[src/design/assert_macros.svh]
// assertion macros shared by the parser modules
`ifndef ASSERT_MACROS_SVH
`define ASSERT_MACROS_SVH

// same-cycle implication, checked on every clk edge outside reset
`define ASSERT_NOW(label, ante, cons, msg) \
  label: assert property (@(posedge clk) disable iff (rst) (ante) |-> (cons)) \
    else $error(msg);

// next-cycle implication, checked on every clk edge outside reset
`define ASSERT_NEXT(label, ante, cons, msg) \
  label: assert property (@(posedge clk) disable iff (rst) (ante) |=> (cons)) \
    else $error(msg);

`endif

[src/design/kvwb_pkg.sv]
// shared types and constants of the write batch record parser
package kvwb_pkg;

  // header layout
  localparam int HDR_BYTES    = 12;
  localparam int COUNT_OFFSET = 8;

  // result queue between parser and output stage
  localparam int Q_DEPTH = 2;
  localparam int Q_PTR_W = $clog2(Q_DEPTH);
  localparam int Q_CNT_W = $clog2(Q_DEPTH + 1);

  // configuration register indexes
  localparam logic CFG_PUT_TAG = 1'b0;
  localparam logic CFG_DEL_TAG = 1'b1;

  typedef enum logic [2:0] {
    PH_HEADER = 3'd0,
    PH_TAG    = 3'd1,
    PH_KEYLEN = 3'd2,
    PH_KEY    = 3'd3,
    PH_VALLEN = 3'd4,
    PH_VALUE  = 3'd5,
    PH_ERROR  = 3'd6
  } phase_t;

  typedef enum logic [2:0] {
    KIND_KEY       = 3'd0,
    KIND_VALUE     = 3'd1,
    KIND_EMPTY_KEY = 3'd2,
    KIND_EMPTY_VAL = 3'd3,
    KIND_STATUS    = 3'd4
  } kind_t;

  typedef enum logic [2:0] {
    ST_OK     = 3'd0,
    ST_SMALL  = 3'd1,
    ST_BADPUT = 3'd2,
    ST_BADDEL = 3'd3,
    ST_BADTAG = 3'd4,
    ST_COUNT  = 3'd5
  } status_t;

  // one result word
  typedef struct packed {
    kind_t       kind;
    logic [7:0]  data;
    logic        flast;
    logic        rdel;
    logic [63:0] rseq;
    logic        done;
    status_t     status;
  } res_t;

endpackage

[src/design/kvwb_front.sv]
// front part: takes batch bytes, tracks the parse phase, builds result words
module kvwb_front (
  input  logic            clk,
  input  logic            rst,
  input  logic            cfg_write,
  input  logic            cfg_index,
  input  logic [7:0]      cfg_data,
  input  logic            in_valid,
  output logic            in_ready,
  input  logic [7:0]      batch_byte,
  input  logic            batch_last,
  input  logic            q_full,
  output logic            push,
  output kvwb_pkg::res_t  push_word
);
  import kvwb_pkg::*;

  `include "assert_macros.svh"

  logic [7:0]  put_tag_code;
  logic [7:0]  delete_tag_code;

  phase_t      phase;
  logic [3:0]  header_index;
  logic [63:0] start_sequence;
  logic [31:0] expected_count;
  logic [31:0] found_count;
  logic [31:0] length_accum;
  logic [2:0]  length_byte_index;
  logic [31:0] bytes_remaining;
  logic [63:0] current_sequence;
  logic        current_is_delete;
  status_t     first_error;

  phase_t      phase_next;
  logic [3:0]  header_index_next;
  logic [63:0] start_sequence_next;
  logic [31:0] expected_count_next;
  logic [31:0] found_count_next;
  logic [31:0] length_accum_next;
  logic [2:0]  length_byte_index_next;
  logic [31:0] bytes_remaining_next;
  logic [63:0] current_sequence_next;
  logic        current_is_delete_next;
  status_t     first_error_next;

  logic        accept;
  logic        tag_put;
  logic        tag_del;
  logic [2:0]  vidx;
  logic [31:0] vshift;
  logic [31:0] vacc;
  logic        vbad;
  logic        vdone;
  logic [31:0] rem_dec;
  logic        rem_zero;
  logic        hdr_end;
  logic        in_record;
  logic        rec_finish;
  logic        have;
  res_t        word;

  assign in_ready = !q_full;
  assign accept   = in_valid && in_ready;

  // configuration registers
  always_ff @(posedge clk) begin
    if (rst) begin
      put_tag_code    <= 8'd1;
      delete_tag_code <= 8'd0;
    end else if (cfg_write) begin
      case (cfg_index)
        CFG_PUT_TAG: put_tag_code <= cfg_data;
        CFG_DEL_TAG: delete_tag_code <= cfg_data;
        default: ;
      endcase
    end
  end

  // byte decode: tag match, varint digit, field countdown
  assign tag_put  = (batch_byte == put_tag_code);
  assign tag_del  = !tag_put && (batch_byte == delete_tag_code);
  assign vidx     = (length_byte_index > 3'd4) ? 3'd4 : length_byte_index;
  assign vacc     = length_accum | vshift;
  assign vbad     = batch_byte[7] && (vidx == 3'd4);
  assign vdone    = !batch_byte[7];
  assign rem_dec  = bytes_remaining - 32'd1;
  assign rem_zero = (rem_dec == 32'd0);
  assign hdr_end  = (header_index >= 4'(HDR_BYTES - 1));

  // place the seven payload bits of a varint byte, bits past 32 dropped
  always_comb begin
    case (vidx)
      3'd0:    vshift = {25'd0, batch_byte[6:0]};
      3'd1:    vshift = {18'd0, batch_byte[6:0], 7'd0};
      3'd2:    vshift = {11'd0, batch_byte[6:0], 14'd0};
      3'd3:    vshift = {4'd0, batch_byte[6:0], 21'd0};
      default: vshift = {batch_byte[3:0], 28'd0};
    endcase
  end

  // next phase for the accepted byte, before the end-of-batch clear
  always_comb begin
    phase_next = phase;
    case (phase)
      PH_HEADER: if (hdr_end) phase_next = PH_TAG;
      PH_TAG: begin
        if (tag_put || tag_del) phase_next = PH_KEYLEN;
        else phase_next = PH_ERROR;
      end
      PH_KEYLEN, PH_VALLEN: begin
        if (vbad) begin
          phase_next = PH_ERROR;
        end else if (vdone) begin
          if (vacc == 32'd0) begin
            if (phase == PH_KEYLEN && !current_is_delete) phase_next = PH_VALLEN;
            else phase_next = PH_TAG;
          end else begin
            phase_next = (phase == PH_KEYLEN) ? PH_KEY : PH_VALUE;
          end
        end
      end
      PH_KEY, PH_VALUE: begin
        if (rem_zero) begin
          if (phase == PH_KEY && !current_is_delete) phase_next = PH_VALLEN;
          else phase_next = PH_TAG;
        end
      end
      PH_ERROR: phase_next = PH_ERROR;
      default:  phase_next = PH_ERROR;
    endcase
  end

  assign in_record  = (phase == PH_KEYLEN) || (phase == PH_KEY) ||
                      (phase == PH_VALLEN) || (phase == PH_VALUE);
  assign rec_finish = in_record && (phase_next == PH_TAG);

  // datapath next values
  always_comb begin
    header_index_next      = header_index;
    start_sequence_next    = start_sequence;
    expected_count_next    = expected_count;
    found_count_next       = found_count;
    length_accum_next      = length_accum;
    length_byte_index_next = length_byte_index;
    bytes_remaining_next   = bytes_remaining;
    current_sequence_next  = current_sequence;
    current_is_delete_next = current_is_delete;
    first_error_next       = first_error;
    case (phase)
      PH_HEADER: begin
        header_index_next = header_index + 4'd1;
        if (!header_index[3]) begin
          start_sequence_next = start_sequence |
                                ({56'd0, batch_byte} << {header_index[2:0], 3'b000});
        end else if (header_index < 4'(HDR_BYTES)) begin
          expected_count_next = expected_count |
                                ({24'd0, batch_byte} << {header_index[1:0], 3'b000});
        end
        if (hdr_end) current_sequence_next = start_sequence;
      end
      PH_TAG: begin
        found_count_next       = found_count + 32'd1;
        length_accum_next      = 32'd0;
        length_byte_index_next = 3'd0;
        if (tag_put) current_is_delete_next = 1'b0;
        else if (tag_del) current_is_delete_next = 1'b1;
        else first_error_next = ST_BADTAG;
      end
      PH_KEYLEN, PH_VALLEN: begin
        length_accum_next = vacc;
        if (vbad) begin
          first_error_next = current_is_delete ? ST_BADDEL : ST_BADPUT;
        end else if (!vdone) begin
          length_byte_index_next = vidx + 3'd1;
        end else begin
          length_accum_next      = 32'd0;
          length_byte_index_next = 3'd0;
          bytes_remaining_next   = vacc;
        end
      end
      PH_KEY, PH_VALUE: bytes_remaining_next = rem_dec;
      default: ;
    endcase
    if (rec_finish) current_sequence_next = current_sequence + 64'd1;
  end

  // result word for the accepted byte
  always_comb begin
    have           = 1'b0;
    word.kind      = KIND_KEY;
    word.data      = 8'd0;
    word.flast     = 1'b0;
    word.rdel      = 1'b0;
    word.rseq      = 64'd0;
    word.done      = 1'b0;
    word.status    = ST_OK;
    case (phase)
      PH_KEYLEN, PH_VALLEN: begin
        if (!vbad && vdone && vacc == 32'd0) begin
          have      = 1'b1;
          word.kind = (phase == PH_KEYLEN) ? KIND_EMPTY_KEY : KIND_EMPTY_VAL;
          word.rdel = current_is_delete;
          word.rseq = current_sequence;
        end
      end
      PH_KEY, PH_VALUE: begin
        have       = 1'b1;
        word.kind  = (phase == PH_KEY) ? KIND_KEY : KIND_VALUE;
        word.data  = batch_byte;
        word.flast = rem_zero;
        word.rdel  = current_is_delete;
        word.rseq  = current_sequence;
      end
      default: ;
    endcase
    // closing byte of the batch reports status
    if (batch_last) begin
      word.done = 1'b1;
      if (phase_next == PH_ERROR) word.status = first_error_next;
      else if (phase_next == PH_HEADER) word.status = ST_SMALL;
      else if (phase_next != PH_TAG)
        word.status = current_is_delete_next ? ST_BADDEL : ST_BADPUT;
      else if (found_count_next == expected_count_next) word.status = ST_OK;
      else word.status = ST_COUNT;
      if (!have) begin
        word.kind = KIND_STATUS;
        word.data = 8'd0;
        word.flast = 1'b0;
        word.rdel = 1'b0;
        word.rseq = 64'd0;
      end
    end
  end

  assign push      = accept && (have || batch_last);
  assign push_word = word;

  // parse state, cleared at the end of each batch
  always_ff @(posedge clk) begin
    if (rst || (accept && batch_last)) begin
      phase             <= PH_HEADER;
      header_index      <= 4'd0;
      start_sequence    <= 64'd0;
      expected_count    <= 32'd0;
      found_count       <= 32'd0;
      length_accum      <= 32'd0;
      length_byte_index <= 3'd0;
      bytes_remaining   <= 32'd0;
      current_sequence  <= 64'd0;
      current_is_delete <= 1'b0;
      first_error       <= ST_OK;
    end else if (accept) begin
      phase             <= phase_next;
      header_index      <= header_index_next;
      start_sequence    <= start_sequence_next;
      expected_count    <= expected_count_next;
      found_count       <= found_count_next;
      length_accum      <= length_accum_next;
      length_byte_index <= length_byte_index_next;
      bytes_remaining   <= bytes_remaining_next;
      current_sequence  <= current_sequence_next;
      current_is_delete <= current_is_delete_next;
      first_error       <= first_error_next;
    end
  end

  `ASSERT_NEXT(a_last_clears, accept && batch_last,
    phase == PH_HEADER && header_index == 4'd0 && found_count == 32'd0,
    "parse state not cleared after last byte")
  `ASSERT_NOW(a_status_only_done, push && push_word.kind == KIND_STATUS,
    push_word.done, "status-only word without batch close")
  `ASSERT_NOW(a_status_needs_done, push && !push_word.done,
    push_word.status == ST_OK, "status reported before batch close")
  `ASSERT_NOW(a_push_needs_room, push, !q_full, "word pushed into full queue")

endmodule

[src/design/kvwb_queue.sv]
// short result queue between the parser and the output stage
module kvwb_queue (
  input  logic            clk,
  input  logic            rst,
  input  logic            push,
  input  kvwb_pkg::res_t  push_word,
  output logic            full,
  output logic            head_valid,
  output kvwb_pkg::res_t  head_word,
  input  logic            pop
);
  import kvwb_pkg::*;

  `include "assert_macros.svh"

  res_t               entries [Q_DEPTH];
  logic [Q_PTR_W-1:0] wr_ptr;
  logic [Q_PTR_W-1:0] rd_ptr;
  logic [Q_CNT_W-1:0] count;

  assign full       = (count == Q_CNT_W'(Q_DEPTH));
  assign head_valid = (count != '0);
  assign head_word  = entries[rd_ptr];

  // entry storage
  always_ff @(posedge clk) begin
    if (push) entries[wr_ptr] <= push_word;
  end

  // pointers and fill count
  always_ff @(posedge clk) begin
    if (rst) begin
      wr_ptr <= '0;
      rd_ptr <= '0;
      count  <= '0;
    end else begin
      if (push) begin
        wr_ptr <= (wr_ptr == Q_PTR_W'(Q_DEPTH - 1)) ? '0 : wr_ptr + 1'b1;
      end
      if (pop) begin
        rd_ptr <= (rd_ptr == Q_PTR_W'(Q_DEPTH - 1)) ? '0 : rd_ptr + 1'b1;
      end
      if (push && !pop) count <= count + Q_CNT_W'(1);
      else if (pop && !push) count <= count - Q_CNT_W'(1);
    end
  end

  `ASSERT_NOW(a_count_bound, 1'b1, count <= Q_CNT_W'(Q_DEPTH), "queue count overflow")
  `ASSERT_NOW(a_no_pop_empty, pop, head_valid, "pop from empty queue")
  `ASSERT_NEXT(a_push_lands, push && !pop && !full, head_valid,
    "pushed word not visible")

endmodule

[src/design/kvwb_back.sv]
// back part: output register that hands result words to the consumer
module kvwb_back (
  input  logic            clk,
  input  logic            rst,
  input  logic            head_valid,
  input  kvwb_pkg::res_t  head_word,
  output logic            pop,
  output logic            out_valid,
  input  logic            out_ready,
  output kvwb_pkg::res_t  out_word
);
  import kvwb_pkg::*;

  res_t hold;

  // load a new word when the register is empty or being taken
  assign pop      = head_valid && (!out_valid || out_ready);
  assign out_word = hold;

  always_ff @(posedge clk) begin
    if (rst) begin
      out_valid <= 1'b0;
    end else if (pop) begin
      out_valid <= 1'b1;
    end else if (out_ready) begin
      out_valid <= 1'b0;
    end
  end

  always_ff @(posedge clk) begin
    if (pop) hold <= head_word;
  end

endmodule

[src/design/kv_write_batch_record_parser_unit.sv]
// top level of the write batch record parser
//
//  channel  | handshake            | payload
//  ---------+----------------------+------------------------------------------
//  input    | in_valid / in_ready  | batch_byte, batch_last
//  output   | out_valid / out_ready| item_kind, data_byte, field_last,
//           |                      | record_is_delete, record_sequence,
//           |                      | batch_done, status
//  config   | cfg_write            | cfg_index, cfg_data
//
// One byte per cycle while in_ready is high; each byte is parsed in the cycle it is taken.
// A result word passes through the queue and then the output register before it
// shows on out_valid; the load waits while the register holds an untaken word.
// Synchronous reset returns the parser to the header phase; no clearing pass.
// A two-word queue sits between parser and output register; in_ready drops
// only while the queue holds two words.
module kv_write_batch_record_parser_unit (
  input  logic        clk,
  input  logic        rst,
  input  logic        cfg_write,
  input  logic        cfg_index,
  input  logic [7:0]  cfg_data,
  input  logic        in_valid,
  output logic        in_ready,
  input  logic [7:0]  batch_byte,
  input  logic        batch_last,
  output logic        out_valid,
  input  logic        out_ready,
  output logic [2:0]  item_kind,
  output logic [7:0]  data_byte,
  output logic        field_last,
  output logic        record_is_delete,
  output logic [63:0] record_sequence,
  output logic        batch_done,
  output logic [2:0]  status
);
  import kvwb_pkg::*;

  logic push;
  res_t push_word;
  logic q_full;
  logic head_valid;
  res_t head_word;
  logic pop;
  res_t out_word;

  // parser
  kvwb_front u_front (
    .clk        (clk),
    .rst        (rst),
    .cfg_write  (cfg_write),
    .cfg_index  (cfg_index),
    .cfg_data   (cfg_data),
    .in_valid   (in_valid),
    .in_ready   (in_ready),
    .batch_byte (batch_byte),
    .batch_last (batch_last),
    .q_full     (q_full),
    .push       (push),
    .push_word  (push_word)
  );

  // result queue
  kvwb_queue u_queue (
    .clk        (clk),
    .rst        (rst),
    .push       (push),
    .push_word  (push_word),
    .full       (q_full),
    .head_valid (head_valid),
    .head_word  (head_word),
    .pop        (pop)
  );

  // output register
  kvwb_back u_back (
    .clk        (clk),
    .rst        (rst),
    .head_valid (head_valid),
    .head_word  (head_word),
    .pop        (pop),
    .out_valid  (out_valid),
    .out_ready  (out_ready),
    .out_word   (out_word)
  );

  assign item_kind        = out_word.kind;
  assign data_byte        = out_word.data;
  assign field_last       = out_word.flast;
  assign record_is_delete = out_word.rdel;
  assign record_sequence  = out_word.rseq;
  assign batch_done       = out_word.done;
  assign status           = out_word.status;

endmodule
[config.mk]
export PLATFORM = sky130hd
export DESIGN_NAME = kv_write_batch_record_parser_unit
export DESIGN_NICKNAME = d
export VERILOG_FILES = /design/src/design/kvwb_pkg.sv /design/src/design/kvwb_front.sv /design/src/design/kvwb_queue.sv /design/src/design/kvwb_back.sv /design/src/design/kv_write_batch_record_parser_unit.sv
export VERILOG_INCLUDE_DIRS = /design/src /design/src/design
export SDC_FILE = /design/constraint.sdc
export NUM_CORES = 1
export LEC_CHECK = 0
export ABC_AREA = 1
export BUFFER_PORTS_ARGS = -buffer_cell sky130_fd_sc_hd__buf_2
export CORE_MARGIN = 5
export CORE_UTILIZATION = 55
export DETAILED_ROUTE_END_ITERATION = 6
export MAX_ROUTING_LAYER = met4
export PLACE_DENSITY = 0.72
export SYNTH_ARGS = -nofsm -noshare
export SYNTH_HDL_FRONTEND = slang
export SYNTH_SLANG_ARGS = --single-unit
[constraint.sdc]
create_clock -name clk -period 7.46 [get_ports clk]
set_input_delay 0.373 -clock clk [delete_from_list [all_inputs] [get_ports clk]]
set_output_delay 0.373 -clock clk [all_outputs]
set_load 0.02 [all_outputs]
# ---- After elaboration in Yosys (flattened, before gate mapping)
# Memory sizes are Yosys's and may differ from the RTL's. A register that Yosys moved wholly into a read port is not among the register bits.
# Cells that the tools add are included.
# W data, S select, Z words.
dict set report word_totals {
  inputBits 23
  mem_bits_rw 162
  regBits 291
  output_inout_bits 83
  wordCells 165
  n_memories 1
}
dict set report op_classes {
  n_mux 60
  n_reduce_logical 50
  n_eq_ne 18
  n_shift 2
  bitwise_logic 5
  magnitude_cmp 3
  n_addsub 9
}
# memory depth word_bits read_ports rd_clocked_by_memory_dff wr line_no
set mem_list {}
lappend mem_list {u_queue.entries 2 81 1 1 1 kvwb_queue.sv:16} ;# res_t entries [Q_DEPTH];
# cell count
set op_table {}
lappend op_table {{$mux W32} 8}
lappend op_table {{$mux W64} 3}
lappend op_table {{$pmux W65 S2} 1}
lappend op_table {{$pmux W32 S2} 2}
lappend op_table {{$pmux W32 S4} 1}
lappend op_table {{$mux W81} 1}
lappend op_table {{$mux W77} 1}
lappend op_table {{$mux W65} 1}
lappend op_table {{$add A64 B1 Y64 const B} 1}
lappend op_table {{$logic_not A32 Y1} 2}
lappend op_table {{$or A32 B32 Y32} 2}
lappend op_table {{$or A64 B64 Y64} 1}
lappend op_table {{$shl A8 B6 Y64} 1}
lappend op_table {{$mux W3} 20}
lappend op_table {{$add A32 B1 Y32 const B} 1}
lappend op_table {{$eq A32 B32 Y1} 1}
lappend op_table {{$shl A8 B5 Y32} 1}
lappend op_table {{$sub A32 B1 Y32 const B} 1}
lappend op_table {{$pmux W3 S2} 3}
lappend op_table {{$eq A8 B8 Y1} 2}
lappend op_table {{$mux W1} 14}
lappend op_table {{$reduce_bool A2 Y1} 7}
lappend op_table {{$logic_and A1 B1 Y1} 13}
lappend op_table {{$eq A3 B2 Y1 const B} 4}
lappend op_table {{other kinds (25)} 55}

# ---- Longest topological paths before layout
dict set report logic_depth {
  depth_word 15
  mapped_depth 24
  depth_no_buf 22
}

# ---- Hierarchy
# From an unflattened synthesis, not the netlist that was laid out.
dict set report hier_totals {
  cells_unflattened 3084
  area_unflattened_um2 26178.9
}
# mod n_inst cells_per_inst area_each_um2 seq_area_each_um2
set by_module_without_submodules {}
lappend by_module_without_submodules {kvwb_front 1 2712 17224.0 5725.5}
lappend by_module_without_submodules {kvwb_queue 1 285 6475.0 4964.8}
lappend by_module_without_submodules {kvwb_back 1 87 2479.9 2452.4}

# ---- Least setup slack after synthesis
# OpenSTA, ideal clock, no wires.
dict set report synth_timing {
  path_type {reg-to-reg}
  startpoint {register u_front.length_byte_index[2]}
  endpoint {memory u_queue.entries[1][0] in the netlist's numbering, enable pin}
  slack_ns 1.581
  path_stages_with_launch 15
  period_less_slack_ns 5.879
  arrival_ns 5.356
  path_buffers 1
  required_time_ns 6.937
  path_cell_list {dfxtp_1 buf_2 inv_2 ha_1 a21oi_1 nand4_1 nor2_1 nand2_1 nor2_1 nand3_1 nor2_1 nor2_1 nor2_1 o21ai_0 nor2_1}
}
dict set report synth_via {
  elab_chain_len 13
}
# element line_no
set synth_rtl {}
lappend synth_rtl {{start: declaration} kvwb_front.sv:29} ;# logic [2:0] length_byte_index;
lappend synth_rtl {{start signal: assignment} kvwb_front.sv:260} ;# length_byte_index <= length_byte_index_next;
lappend synth_rtl {{$gt A3 B3 Y1} kvwb_front.sv:83} ;# assign vidx = (length_byte_index > 3'd4) ? 3'd4 : length_byte_index;
lappend synth_rtl {{$mux W3 *} kvwb_front.sv:83}
lappend synth_rtl {{$eq A3 B2 Y1 (tied with other cells)} kvwb_front.sv:93} ;# case (vidx)
lappend synth_rtl {{$pmux W32 S4 or $logic_and A1 B1 Y1 (tied branches)} {kvwb_front.sv:93, kvwb_front.sv:85}}
lappend synth_rtl {{$or A32 B32 Y32 or $logic_not A1 Y1 (tied branches)} {kvwb_front.sv:84, kvwb_front.sv:200}}
lappend synth_rtl {{$logic_not A32 Y1 or $logic_and A1 B1 Y1 (tied branches)} kvwb_front.sv:200} ;# if (!vbad && vdone && vacc == 32'd0) begin
lappend synth_rtl {{$logic_and A1 B1 Y1 *} kvwb_front.sv:200}
lappend synth_rtl {{$mux W1 *} kvwb_front.sv:200}
lappend synth_rtl {{$pmux W1 S2 *} kvwb_front.sv:198} ;# case (phase)
lappend synth_rtl {{$logic_or A1 B1 Y1 *} kvwb_front.sv:236} ;# assign push = accept && (have || batch_last);
lappend synth_rtl {{$logic_and A1 B1 Y1 *} kvwb_front.sv:236}
lappend synth_rtl {{$mux W1 *} kvwb_queue.sv:27} ;# if (push) entries[wr_ptr] <= push_word;
lappend synth_rtl {{$mux W1 (not written as such) *} kvwb_queue.sv:27}
lappend synth_rtl {{end: declaration} kvwb_queue.sv:16}
# Mark *: on every way between the ends. The rest lies on a longest branch, timed or not.

# ---- Worst setup path after layout
dict set report layout_timing {
  startpoint {register u_front.phase[1]}
  endpoint {register u_front.current_sequence[62]}
}
dict set report layout_via {
  elab_chain_len 11
}
# element line_no
set layout_rtl {}
lappend layout_rtl {{start: declaration} kvwb_front.sv:23} ;# phase_t phase;
lappend layout_rtl {{start signal: assignment} kvwb_front.sv:254} ;# phase <= phase_next;
lappend layout_rtl {{$eq A3 B2 Y1} --}
lappend layout_rtl {{$logic_and A1 B1 Y1} kvwb_front.sv:116} ;# if (phase == PH_KEYLEN && !current_is_delete) phase_next = PH_VALLEN;
lappend layout_rtl {{$mux W3} kvwb_front.sv:116}
lappend layout_rtl {{$mux W3} kvwb_front.sv:115} ;# if (vacc == 32'd0) begin
lappend layout_rtl {{$mux W3} kvwb_front.sv:114} ;# end else if (vdone) begin
lappend layout_rtl {{$mux W3} kvwb_front.sv:112} ;# if (vbad) begin
lappend layout_rtl {{$pmux W3 S4} kvwb_front.sv:105} ;# case (phase)
lappend layout_rtl {{$eq A3 B1 Y1} kvwb_front.sv:136} ;# assign rec_finish = in_record && (phase_next == PH_TAG);
lappend layout_rtl {{$logic_and A1 B1 Y1} kvwb_front.sv:136}
lappend layout_rtl {{$reduce_bool A2 Y1 (no source line)} --}
lappend layout_rtl {{$reduce_and A3 Y1 (no source line)} --}
lappend layout_rtl {{end signal: assignment} kvwb_front.sv:262} ;# current_sequence <= current_sequence_next;
lappend layout_rtl {{end: declaration} kvwb_front.sv:31} ;# logic [63:0] current_sequence;
# Parallel ways exist; a longest one is shown, timed or not.
# A chain may end at the register's enable or synchronous reset.

==> impl_metrics.toml <==
[worst_hold_path]
hold_class = "input pin to register"
worstHoldStart = "cfg_data[6]"

[cts]
clk_pin_slew_ns = 0.06
clock_latency_ns = 0.61
cts_sinks = 534
htree_levels = 2
clockBufferDepth = 3
cts_tree = "built"
cts_root_buffer = "clkbuf_16"
cts_buffers = 54
post_cts_buffers = 0

[detailed_routing]
routed_wl_um = 69000
antenna_left = 0
drt_iter0_drc = 1993
vias = 21600
dr.pass1.iters = 6
wl_per_cell_um = 17.8
vias_per_cell = 5.55
drc_errors = 0

[yosys]
synth_edf_count = 243
synth_compound_area_share_pct = 9.37
ys_ff_latch = 534
synthAdderAreaFrac_pct = 0.345
yosysSeqAreaShare_pct = 51.6
ys_async_sr_fraction_pct = 0
synth_mux_area_share_pct = 0
synth_most_common_cell = "nand2_1"
synth_top_family_by_area = "simple AND/OR/NAND/NOR gates"
syn-cell-area_sq_um = 25400
synth_cell_types = 47
synthSimpleGateAreaFrac_pct = 27.3
yosys_most_used_dff = "dfxtp_1"
yosysTopAreaCellShare_pct = 28.7
synth_commonest_cells = "nand2_1 (757), nor2_1 (510), inv_1 (293), dfxtp_1 (291), edfxtp_1 (243)"
syn-num-nets = 3240
netlist_instances = 3210
yosysTopAreaCell = "edfxtp_1"
synth_xor_area_share_pct = 4.27
yosysWarnings = 0
netlist_top_cells_area = "edfxtp_1 (29%), dfxtp_1 (23%), nand2_1 (11%)"
synth_area_per_cell_sq_um = 7.92

[setup_path]
r2r_slack_ns = 2.33
r2r-start = "u_front.phase[1]$_SDFFE_PP0P_"
worstPathRequired_ns = 8.02
critPathKind = "register to register"
slowest_delay_ns = 0.84
crit_top_cell = "nor2_1"
cp-endpoint = "u_front.current_sequence[62]$_SDFFE_PP0P_"
endpoint_kind = "register"
cp-startpoint = "u_front.phase[1]$_SDFFE_PP0P_"
crit_arrival_ns = 5.69
ff2ff_path_depth = 20
cp_cell_sequence = "inv_2, nor2_1, inv_1, nor2_1, inv_1, o21ai_2, buf_4, nor2_1, inv_2, buf_4, nor2_1, nand2_1, nand2_1, a21oi_1, nand2_4, nor2_4, nand2_2, a21oi_1, nand2_1, inv_1"
timing.rr.end = "u_front.current_sequence[62]$_SDFFE_PP0P_"
worst_setup_path_start_kind = "register"
crit_path_max_fanout = 66
cp_slowest_cell = "nand2_2"

[power]
peakVddDrop_uv = 240
p_leak_uw = 0.0111
power_density_nw_per_um2 = 343

[timing]
min_period_over_period_pct = 68.8
report.final.hold_viol_count = 0
setup_viol = 0
max_freq_ghz = 0.195
slew_headroom_pct = 20.9
rsz0062_at_grt = "no"
drv_slew = 0
finClkSkew_ns = 0.0253
worstMarginPinSlew_ns = 1.18
finalSetupTns_ns = 0
min_period_ns = 5.13

[global_route]
grt_pass1_wl_um = 109000
grt.busiest_layer = "met2"
grt_use_met2_pct = 43.0
grt_usage_pct = 27.3
antenna_found_initial = 0
grt_overflow_total = 0
grt_use_met3_pct = 4.60
use_met1_pct = 36.5
grt_max_degree = 83
grt_pass1_vias = 20400

[floorplan]
dieWidth_um = 225
ioPinCount = 106
core-area_sq_um = 45600
fp.dieH_um = 225
rows = 78
initial_core_util_pct = 55.8
die_area_sq_um = 50600

[finish]
n_antenna_cell = 0
post-route-util_pct = 61.5
drive_gt1_share_pct = 8.30
fin_nets = 3274
instances_no_fill = 3888
syn_to_final_growth_pct = 10.4

[placed_design]
portBuffers = 105
finalWeightedCongestion = 0.942
dp_hpwl_um = 47900
dp.cells = 3787

[flow_run]
drv_cap = 0

[run_status]
status = "finished, final reports clean"
==> registers in the layout, indices dropped and copies added (netlist names) <==
name and cells:
u_queue.wr_ptr 1, u_front.bytes_remaining 32, u_front.phase 3, u_front.start_sequence 64, u_front.length_accum 32, u_back.out_word 81
u_queue.entries 162, u_front.put_tag_code 8, u_front.delete_tag_code 8, u_front.expected_count 32, u_front.found_count 32, u_front.header_index 4
u_back.out_valid 1, u_front.first_error 3, u_front.current_sequence 64, u_front.current_is_delete 1, u_front.length_byte_index 3, u_queue.rd_ptr 1
u_queue.count 2
==> through the flow <==
| stage | hold slack (ns) | power [uW] | setup slack [ns] | instance area [sq um] |
|---|---|---|---|---|
| 2_1_floorplan | 0.431 | 6040 | 1.58 | 25400 |
| 3_3_place_gp | 0.441 | 6850 | 2.60 | 26200 |
| 3_5_place_dp | 0.444 | 6910 | 2.46 | 26200 |
| 4_1_cts | 0.00000855 | 9680 | 2.41 | 28000 |
| 5_1_grt | 0.0325 | 10200 | 1.97 | 28000 |
| 6_report | 0.0251 | 9610 | 2.33 | 28000 |
==> timing repair <==
item / in CTS / in global routing
hold endpoints to repair: 1 / 0
hold buffers: 1 / 0
resized for setup: 0 / 0
==> cells by family after synthesis <==
logic type | after synthesis
AND/OR/NAND/NOR | 1663
AO/OA/AOI/OAI | 432
adder cells (fa/ha/maj) | 7
flip-flops | 534
XOR/XNOR | 124
buffers and inverters | 450
==> critical path: cells and delay by family, from the launching register on <==
family / cells / cell delay (ns)
AOI/OAI and AO/OA: 3 / 0.67
buffers and inverters: 7 / 1.44
DFF: 1 / 0.38
and+or+nand+nor: 10 / 2.52
==> worst min-delay path by stage <==
| stage | end | slack [ns] | cells after the start |
|---|---|---|---|
| floorplan | u_front.expected_count[1]$_SDFFE_PP0P_ | 0.43 | 2 |
| global placement | u_front.length_accum[7]$_SDFFE_PP0P_ | 0.44 | 2 |
| detailed placement | u_front.length_accum[7]$_SDFFE_PP0P_ | 0.44 | 2 |
| CTS | u_front.put_tag_code[6]$_SDFFE_PP0P_ | 0.000009 | 3 |
| global route | u_front.put_tag_code[0]$_SDFFE_PP1P_ | 0.03 | 3 |
| finish | u_front.put_tag_code[6]$_SDFFE_PP0P_ | 0.03 | 3 |
==> layer usage <==
metal / routed length (um) / vias to the layer above
met5: 0 / -
met1: 30200 / 10200
li1: - / 10600
met4: 2030 / 0
met2: 32600 / 690
met3: 4130 / 143
==> power breakdown <==
| part | switching, uW | internal (uW) | leakage (uW) |
|---|---|---|---|
| Sequential | 223 | 3620 | 0.00468 |
| Clock | 1150 | 1610 | 0.000891 |
| Combinational | 2210 | 807 | 0.00555 |
==> area by class of cell <==
class | instances | area (sq um)
multi-input cells | 2226 | 10500
clock buffers | 77 | 1530
inverters | 302 | 1130
flip-flops and latches | 534 | 13100
fillers | 4018 | 17500
well taps | 600 | 751
repair buffers | 126 | 686
clock inverters | 23 | 283
==> layout by cell type, fill, tap and decap left out, types with 7 or more instances in the layout <==
master / n
nand2_1: 756
nor2_1: 507
inv_1: 291
dfxtp_1: 290
edfxtp_1: 243
a21oi_1: 239
nand3_1: 206
o21ai_0: 110
buf_2: 105
xor2_1: 98
nor3_1: 88
clkbuf_16: 54
nand4_1: 39
xnor2_1: 26
a221oi_1: 25
o21bai_1: 20
buf_4: 20
nor4_1: 13
nor2_2: 12
clkbuf_1: 11
inv_2: 10
clkbuf_8: 9
nand3_2: 8
o21ai_1: 8
nor2_4: 8
a31oi_1: 8
or2_2: 7
a22oi_1: 7
ha_1: 7
clkinv_2: 7
Note: power is estimated with default switching activity, not from simulation.
